File: src/design/bfc8_pkg.sv
// Shared types, register codes and helper functions for the button frame
// CRC-8 serializer. Used by button_frame_crc8_serializer_core; no dependencies.
package bfc8_pkg;

  // Serializer sequencer states.
  typedef enum logic {
    ST_IDLE = 1'b0,
    ST_SEND = 1'b1
  } state_e;

  // Configuration register indexes.
  localparam logic REG_HEADER  = 1'b0;
  localparam logic REG_COMMAND = 1'b1;

  // Reset values of the configuration registers.
  localparam logic [7:0] HEADER_RESET  = 8'hA5;
  localparam logic [7:0] COMMAND_RESET = 8'h04;

  // CRC-8 on the Dallas/Maxim polynomial: reflected polynomial and initial value.
  localparam logic [7:0] CRC_POLY_REFL = 8'h8C;
  localparam logic [7:0] CRC_INIT      = 8'hFF;

  // One byte of the reflected CRC: eight shift and conditional xor steps.
  function automatic logic [7:0] crc8_update(input logic [7:0] crc, input logic [7:0] data);
    logic [7:0] c;
    c = crc ^ data;
    for (int k = 0; k < 8; k++) begin
      if (c[0]) begin
        c = (c >> 1) ^ CRC_POLY_REFL;
      end else begin
        c = c >> 1;
      end
    end
    return c;
  endfunction

  // Scatter the button sample into frame bytes 2, 3 and 4 (byte 2 lowest).
  function automatic logic [23:0] pack_buttons(input logic [13:0] b);
    logic [7:0] b2;
    logic [7:0] b3;
    logic [7:0] b4;
    b2 = {b[11], b[8], b[10], b[9], 4'b0000};
    b3 = {b[7], b[0], b[2], b[1], b[12], b[5], b[3], b[13]};
    b4 = {4'b0000, b[4], b[6], 2'b00};
    return {b4, b3, b2};
  endfunction

endpackage

File: src/design/button_frame_crc8_serializer_core.sv
// Top level of the button frame serializer: takes a button sample and streams
// a framed packet with a CRC-8 trailer. Depends on bfc8_pkg.

// One button sample on the slave stream becomes a frame of FRAME_BYTES bytes on
// the master stream, one byte per beat: header, command, three bytes of button
// bits, zero padding, and a reflected CRC-8 (poly 0x31, init 0xFF) flagged with
// tlast. The frame leaves through a 32-bit shift register that moves one byte
// per beat, while the CRC is folded in one byte per beat. A new sample is
// taken only once the last beat of the current frame has been accepted. The
// header and command registers are to be written through the cfg port only
// while no frame is in flight; the block itself does not enforce this.
module button_frame_crc8_serializer_core #(
  parameter int FRAME_BYTES = 33
) (
  input  logic        clk_i,
  input  logic        rst_ni,
  // Configuration write port.
  input  logic        cfg_we_i,
  input  logic        cfg_idx_i,
  input  logic [7:0]  cfg_wdata_i,
  // Slave stream: button samples.
  input  logic        s_axis_tvalid_i,
  output logic        s_axis_tready_o,
  input  logic [15:0] s_axis_tdata_i,   // [13:0] button_bits, [15:14] zero
  // Master stream: frame bytes.
  output logic        m_axis_tvalid_o,
  input  logic        m_axis_tready_i,
  output logic [7:0]  m_axis_tdata_o,   // [7:0] frame_byte
  output logic        m_axis_tlast_o    // frame_last
);

  localparam int CntW = $clog2(FRAME_BYTES);
  localparam logic [CntW-1:0] CrcIdx = CntW'(FRAME_BYTES - 2);

  // Configuration registers.
  logic [7:0] header_q;
  logic [7:0] command_q;

  always_ff @(posedge clk_i or negedge rst_ni) begin
    if (!rst_ni) begin
      header_q  <= bfc8_pkg::HEADER_RESET;
      command_q <= bfc8_pkg::COMMAND_RESET;
    end else if (cfg_we_i) begin
      case (cfg_idx_i)
        bfc8_pkg::REG_HEADER:  header_q  <= cfg_wdata_i;
        bfc8_pkg::REG_COMMAND: command_q <= cfg_wdata_i;
        default: ;
      endcase
    end
  end

  // Sequencer and datapath registers.
  bfc8_pkg::state_e state_q, state_d;
  logic [CntW-1:0]  cnt_q, cnt_d;
  logic [7:0]       byte_q, byte_d;
  logic [31:0]      sh_q, sh_d;
  logic [7:0]       crc_q, crc_d;
  logic             last_q, last_d;

  logic in_fire;
  logic out_fire;
  logic [7:0] crc_next;

  assign in_fire  = s_axis_tvalid_i && s_axis_tready_o;
  assign out_fire = m_axis_tvalid_o && m_axis_tready_i;
  assign crc_next = bfc8_pkg::crc8_update(crc_q, byte_q);

  always_ff @(posedge clk_i or negedge rst_ni) begin
    if (!rst_ni) begin
      state_q <= bfc8_pkg::ST_IDLE;
      cnt_q   <= '0;
      last_q  <= 1'b0;
      crc_q   <= bfc8_pkg::CRC_INIT;
    end else begin
      state_q <= state_d;
      cnt_q   <= cnt_d;
      last_q  <= last_d;
      crc_q   <= crc_d;
    end
  end

  // Payload shift register and presented byte.
  always_ff @(posedge clk_i) begin
    byte_q <= byte_d;
    sh_q   <= sh_d;
  end

  // Next state: load a sample, then shift out one byte per accepted beat.
  always_comb begin
    state_d = state_q;
    cnt_d   = cnt_q;
    byte_d  = byte_q;
    sh_d    = sh_q;
    crc_d   = crc_q;
    last_d  = last_q;
    case (state_q)
      bfc8_pkg::ST_IDLE: begin
        if (in_fire) begin
          state_d = bfc8_pkg::ST_SEND;
          cnt_d   = '0;
          byte_d  = header_q;
          sh_d    = {bfc8_pkg::pack_buttons(s_axis_tdata_i[13:0]), command_q};
          crc_d   = bfc8_pkg::CRC_INIT;
          last_d  = 1'b0;
        end
      end
      bfc8_pkg::ST_SEND: begin
        if (out_fire) begin
          if (last_q) begin
            state_d = bfc8_pkg::ST_IDLE;
            last_d  = 1'b0;
          end else begin
            crc_d = crc_next;
            cnt_d = cnt_q + 1'b1;
            sh_d  = {8'h00, sh_q[31:8]};
            if (cnt_q == CrcIdx) begin
              byte_d = crc_next;
              last_d = 1'b1;
            end else begin
              byte_d = sh_q[7:0];
            end
          end
        end
      end
      default: state_d = bfc8_pkg::ST_IDLE;
    endcase
  end

  assign s_axis_tready_o = (state_q == bfc8_pkg::ST_IDLE);
  assign m_axis_tvalid_o = (state_q == bfc8_pkg::ST_SEND);
  assign m_axis_tdata_o  = byte_q;
  assign m_axis_tlast_o  = last_q;

`ifndef SYNTHESIS
  // The trailer is flagged only at the final byte position of the frame.
  assert property (@(posedge clk_i) disable iff (!rst_ni)
    m_axis_tlast_o |-> (cnt_q == CntW'(FRAME_BYTES - 1)))
    else $error("tlast away from the final frame byte");

  // After the trailer beat is taken the block is ready for a new sample.
  assert property (@(posedge clk_i) disable iff (!rst_ni)
    (out_fire && m_axis_tlast_o) |=> (s_axis_tready_o && !m_axis_tvalid_o))
    else $error("not idle after frame end");

  // An accepted sample starts a frame with the header beat.
  assert property (@(posedge clk_i) disable iff (!rst_ni)
    in_fire |=> (m_axis_tvalid_o && !m_axis_tlast_o && (m_axis_tdata_o == $past(header_q))))
    else $error("frame did not start with header");
`endif

endmodule
File: config.mk
export PLATFORM = sky130hd
export DESIGN_NAME = button_frame_crc8_serializer_core
export DESIGN_NICKNAME = d
export VERILOG_FILES = /design/src/design/bfc8_pkg.sv /design/src/design/button_frame_crc8_serializer_core.sv
export SDC_FILE = /design/constraint.sdc
export NUM_CORES = 1
export LEC_CHECK = 0
export BUFFER_PORTS_ARGS = -buffer_cell sky130_fd_sc_hd__buf_4
export CAP_MARGIN = 20
export CORE_ASPECT_RATIO = 0.75
export CORE_MARGIN = 5
export CORE_UTILIZATION = 45
export DETAILED_ROUTE_END_ITERATION = 8
export GPL_TIMING_DRIVEN = 0
export HOLD_SLACK_MARGIN = 0.08
export SLEW_MARGIN = 30
export SYNTH_ARGS = -nofsm -noshare
export SYNTH_HDL_FRONTEND = slang
export SYNTH_SLANG_ARGS = --single-unit
File: constraint.sdc
create_clock -name clk_i -period 2.9 [get_ports clk_i]
set_input_delay 0.58 -clock clk_i [delete_from_list [all_inputs] [get_ports clk_i]]
set_output_delay 0.58 -clock clk_i [all_outputs]
set_load 0.03 [all_outputs]
== Yosys cells after proc, flatten, opt, wreduce, memory -nomap -nowiden ==
Index checks and enable logic that the tools add are counted.

* Bits in registers: 72
* Output and inout port bits: 11
* Logic and storage cells: 64

* Add/sub/neg operators: 1
* Equality and inequality tests: 4
* Muxes and demuxes: 34
* Bitwise operators: 11
* Reductions and logical operators: 6

{| class="wikitable"
|+ Operators with widths
! cell !! number
|-
| $mux 8 || 15
|-
| $mux 32 || 3
|-
| $pmux 32 s2 || 1
|-
| $pmux 8 s2 || 2
|-
| $not 2->3 || 8
|-
| $mux 6 || 3
|-
| $pmux 6 s2 || 1
|-
| $xor 8x8->8 || 1
|-
| $mux 1 || 7
|-
| $add 6x1->6 const B || 1
|-
| $eq 6x5->1 const B || 1
|-
| $reduce_and 2->1 || 3
|-
| $ne 2x1->1 const B || 2
|-
| $pmux 1 s2 || 2
|-
| $reduce_and 3->1 || 1
|-
| $logic_and 1x1->1 || 2
|-
| $ne 2x2->1 const B || 1
|-
| $not 1->1 || 2
|}

== Logic depth before layout (Yosys ltp) ==
* Depth after elaboration: 21
* Gate-level depth with buffers: 7

== Worst setup path before layout ==
OpenSTA, ideal clock, no wires.

* Kind: register -> register
* From: reg state_q, in the netlist m_axis_tvalid_o
* To: reg crc_q[4]
* Data arrival time: 2.428 ns
* Setup slack: 0.398 ns
* Stages on the path, launching flop included: 8
* Buffers on the path: 2
* Period minus slack after synthesis: 2.502 ns
* Cell sequence: dfrtp_1 clkbuf_1 nand2_1 or2_2 clkbuf_1 nand2_1 o21ai_0 a21oi_1

* Longest elaborated chain between the ends: 4

{| class="wikitable"
|+ RTL lines
! what !! line !! text
|-
| start, declared || button_frame_crc8_serializer_core.sv:53 || <nowiki>bfc8_pkg::state_e state_q, state_d;</nowiki>
|-
| start signal, assigned || button_frame_crc8_serializer_core.sv:70 || <nowiki>state_q <= bfc8_pkg::ST_IDLE;</nowiki>
|-
| start signal, assigned || button_frame_crc8_serializer_core.sv:75 || <nowiki>state_q <= state_d;</nowiki>
|-
| $not 1->1 || - ||
|-
| $logic_and 1x1->1 || button_frame_crc8_serializer_core.sv:64 || <nowiki>assign in_fire = s_axis_tvalid_i && s_axis_tready_o;</nowiki>
|-
| $ne 2x1->1 (no line) || - ||
|-
| $reduce_and 3->1 (no line) || - ||
|-
| end signal, assigned || button_frame_crc8_serializer_core.sv:73 || <nowiki>crc_q <= bfc8_pkg::CRC_INIT;</nowiki>
|-
| end signal, assigned || button_frame_crc8_serializer_core.sv:78 || <nowiki>crc_q <= crc_d;</nowiki>
|-
| end, declared || button_frame_crc8_serializer_core.sv:57 || <nowiki>logic [7:0] crc_q, crc_d;</nowiki>
|}

Several ways; a longest one is shown, not always the timed one.
A chain may end at the register's enable or synchronous reset.

== Worst setup path in the final report ==
* From: reg state_q, in the netlist m_axis_tvalid_o
* To: reg sh_q[13] (enable)

* Longest elaborated chain between the ends: 4

{| class="wikitable"
|+ RTL lines
! what !! line !! text
|-
| $not 1->1 || - ||
|-
| $logic_and 1x1->1 || button_frame_crc8_serializer_core.sv:64 ||
|-
| $ne 2x1->1 (no line) || - ||
|-
| $reduce_and 3->1 (no line) (*) || - ||
|-
| end signal, assigned || button_frame_crc8_serializer_core.sv:85 || <nowiki>sh_q <= sh_d;</nowiki>
|-
| end, declared || button_frame_crc8_serializer_core.sv:56 || <nowiki>logic [31:0] sh_q, sh_d;</nowiki>
|}

Every way passes the cells marked *; elsewhere a longest branch is shown, timed or not.

==> key figures <==
Placed design
  – Post-DP HPWL: ~3.9 mm
  – GP Congestion: 0.780
  – Count of input and output buffers: 38

Clocking
  – Clk pin slew, worst setup/hold paths: 0.08 ns
  – Setup Fix Bufs, Post-CTS: 0
  – Clock sink total: 66
  – Deepest clock path buffer count: 2
  – TritonCTS clock tree: built
  – Num CTS Buffers: 9
  – Clk root buf: clkbuf_8
  – Clock Latency Late Sink: roughly 0.34 ns
  – Hold buffer count at cts: 0
  – Resized Gates After CTS: 0
  – Htree depth: 3

Yosys
  – Syn Inst Count: between 200 and 250
  – Post-synth top flop: edfxtp_1
  – Avg Cell Area, Syn: 13.2 sq um
  – Post-synth EDFFs: 34
  – Syn nets: 259
  – Yosys warns: 0
  – Sequential area share after synthesis: between 60% and 70%
  – Async set or reset register ratio after synthesis: 48.5%
  – Seq cells post-synth: 66
  – Synthesized cell area: 0.00301 sq mm
  – Post-synthesis cell type count: 37

Final layout
  – Final net count: between 300 and 400
  – Area growth syn-to-layout: 22.1%
  – # diodes: 0
  – Fillers: ~520
  – Share of layout cells above drive strength 1: 36.4%

Route
  – Residual DRC: 0
  – Routed wire per std cell: about 16 microns
  – Routed wl met2: 2.57 mm
  – Max Used Layer: met4
  – DRT antenna net count: 0
  – DRT iter0 DRCs: 94
  – Via/cell ratio: 5.05
  – Total Wirelength: 5.77 mm
  – Met3 Wirelength: 321 microns
  – TritonRoute pass-1 iters: 4
  – Via count: 1838
  – Met1 wire length: roughly 2.8 mm

Critical path
  – Worst path required time: 2.95 ns
  – Crit Path Max Fanout: 21
  – CP arrival: 2.32 ns
  – CP Capture Type: flip-flop
  – Startpoint types: flip-flop
  – Critical Setup Path Class: reg2reg

Global route
  – Grt total ovfl: 0
  – Overall Global Routing Usage: 14.5%
  – Initial antenna violation count: 0
  – Maximum number of pins on one net before global-route repair: 33
  – Vias in the first global route: 1746
  – First-pass GRT wire length: slightly above 9 mm

Floorplanning
  – Die width: between 100 and 150 microns
  – Core area: 0.00641 sq mm
  – # IOs: 41
  – Starting Density: 46.9%
  – Die Height: roughly 81 microns
  – Row cnt: 25
  – Die ar.: 0.00844 sq mm

STA
  – Fmax achieved: ~440 MHz
  – Slew Viols, Final: 0
  – Tcrit/Tclk final: approximately 80%
  – Setup TNS: 0 ns
  – Worst slew pin tran: 0.684 ns
  – Setup-failing EPs final: 0
  – Worst Skew: 0.00941 ns
  – Max transition margin: a little over half
  – Min Tclk post-route: 2.27 ns
  – RSZ-0062 raised after global routing: false
  – Final hold viol count: 0

Power and ir drop
  – Pwr per Cell Area: ~970 mW/mm^2
  – PnR Total Power: between 3 and 4 mW
  – P_leak: 1.47 nW
  – Max rail drop VDD: 0.000405 V

Min path
  – Worst Hold Class: in2async

Flow run
  – Max-cap viol count: 0

Outcome
  – Status: finished clean
==> synthesized netlist by cell type (4+ instances only) <==
cell type   n  share of area (%)
dfstp_2    13                 11
dfrtp_1    19                 16
nor2_1      9                1.1
and3_1      4               0.83
nor2b_1    10                2.1
mux2_2     27                 10
and2_1      4               0.83
nand2_1    17                2.1
clkbuf_1   10                1.2
o21ai_0    23                3.8
edfxtp_1   34                 34
a21oi_1     5               0.83
nand3_1     4               0.67
inv_1       4               0.50
xor2_1      4                1.2
xnor2_1    15                4.4
==> area by class of cell <==
class / count / area [sq um] / share of cell area [%]
buffer: 10 / 37.5 / 1.02
clock buffer: 9 / 124 / 3.37
clock inverter: 7 / 124 / 3.37
inverter: 5 / 18.8 / 0.511
multi-input combinational: 147 / 1120 / 30.4
sequential: 66 / 1840 / 50.0
tap: 81 / 101 / 2.76
timing repair buffer: 39 / 313 / 8.51
==> placed cells by master, fill, tap and decap left out, types with 2 or more instances in the layout <==
| master | instances |
|---|---|
| edfxtp_1 | 34 |
| mux2i_1 | 2 |
| nor2b_1 | 10 |
| nand3_1 | 4 |
| o21ai_0 | 23 |
| clkbuf_1 | 10 |
| buf_4 | 38 |
| nand2_1 | 16 |
| nor2_1 | 9 |
| dfrtp_1 | 19 |
| bufinv_16 | 3 |
| o211ai_1 | 3 |
| clkbuf_8 | 9 |
| nor3b_1 | 2 |
| inv_1 | 4 |
| xor2_1 | 4 |
| a21oi_1 | 5 |
| mux2_2 | 27 |
| and2_1 | 4 |
| nand4_1 | 2 |
| xnor2_1 | 15 |
| dfstp_2 | 13 |
| inv_6 | 2 |
| and3_1 | 4 |
==> logic make-up after synthesis <==
family | Yosys count | share of synthesized area, %
mux | 29 | 10.8
fa+ha+maj | 1 | 0.416
compound gates | 37 | 6.99
buf+inv | 15 | 1.87
xor+xnor | 24 | 9.44
flops | 66 | 61.1
simple gates | 56 | 9.44
==> metal layers <==
layer | up-vias | GRT usage, %
li1 | 913 | -
met1 | 874 | 19.4
met2 | 44 | 21.0
met3 | 7 | 5.48
met4 | 0 | 6.21
met5 | - | 0
==> metrics by stage <==
step | hold WS (ns) | instance area (sq um) | setup WS (ns) | cells | util [%]
after detailed placement | 0.467 | 3430 | 0.607 | 348 | 53.4
after global routing | 0.185 | 3670 | 0.460 | 364 | 57.3
final | 0.171 | 3670 | 0.627 | 364 | 57.3
after global placement | 0.457 | 3400 | -0.104 | 347 | 53.0
after CTS | 0.169 | 3670 | 0.605 | 364 | 57.3
after floorplan | 0.284 | 3010 | 0.398 | 228 | -
==> registers in the layout (all words and copies together) (netlist names) <==
signal           cells
sh_q                26
header_q             8
m_axis_tdata_o       8
m_axis_tvalid_o      1
m_axis_tlast_o       1
crc_q                8
command_q            8
cnt_q                6
==> critical path: stages, from the launching register on <==
cell      delay, ns
dfrtp_1        0.34
clkbuf_1       0.28
nand2_1        0.11
or2_2          0.28
clkbuf_1       0.23
nand2_2        0.50
buf_16         0.22
==> final timing paths <==
path | startpoint | end | slack [ns] | depth (start not counted)
worst min register to register | crc_q[4] | crc_q[4] | 0.47 | 2
worst max register to register | m_axis_tvalid_o | sh_q[13] | 0.63 | 6
worst min-delay path | rst_ni | m_axis_tvalid_o | 0.17 | 1
min in group clk_i | s_axis_tvalid_i | m_axis_tlast_o | 0.44 | 2
worst max-delay path | m_axis_tvalid_o | sh_q[13] | 0.63 | 6
max in group asynchronous | rst_ni | crc_q[0] | 2.39 | 1
==> power by group <==
group	leakage [nW]	internal, mW	switching (mW)	total (mW)
registers	0.704	1.26	0.119	1.38
clock network	0.120	0.578	0.376	0.954
logic	0.648	0.640	0.591	1.23
No activity file was read; power rests on OpenSTA's default activity.
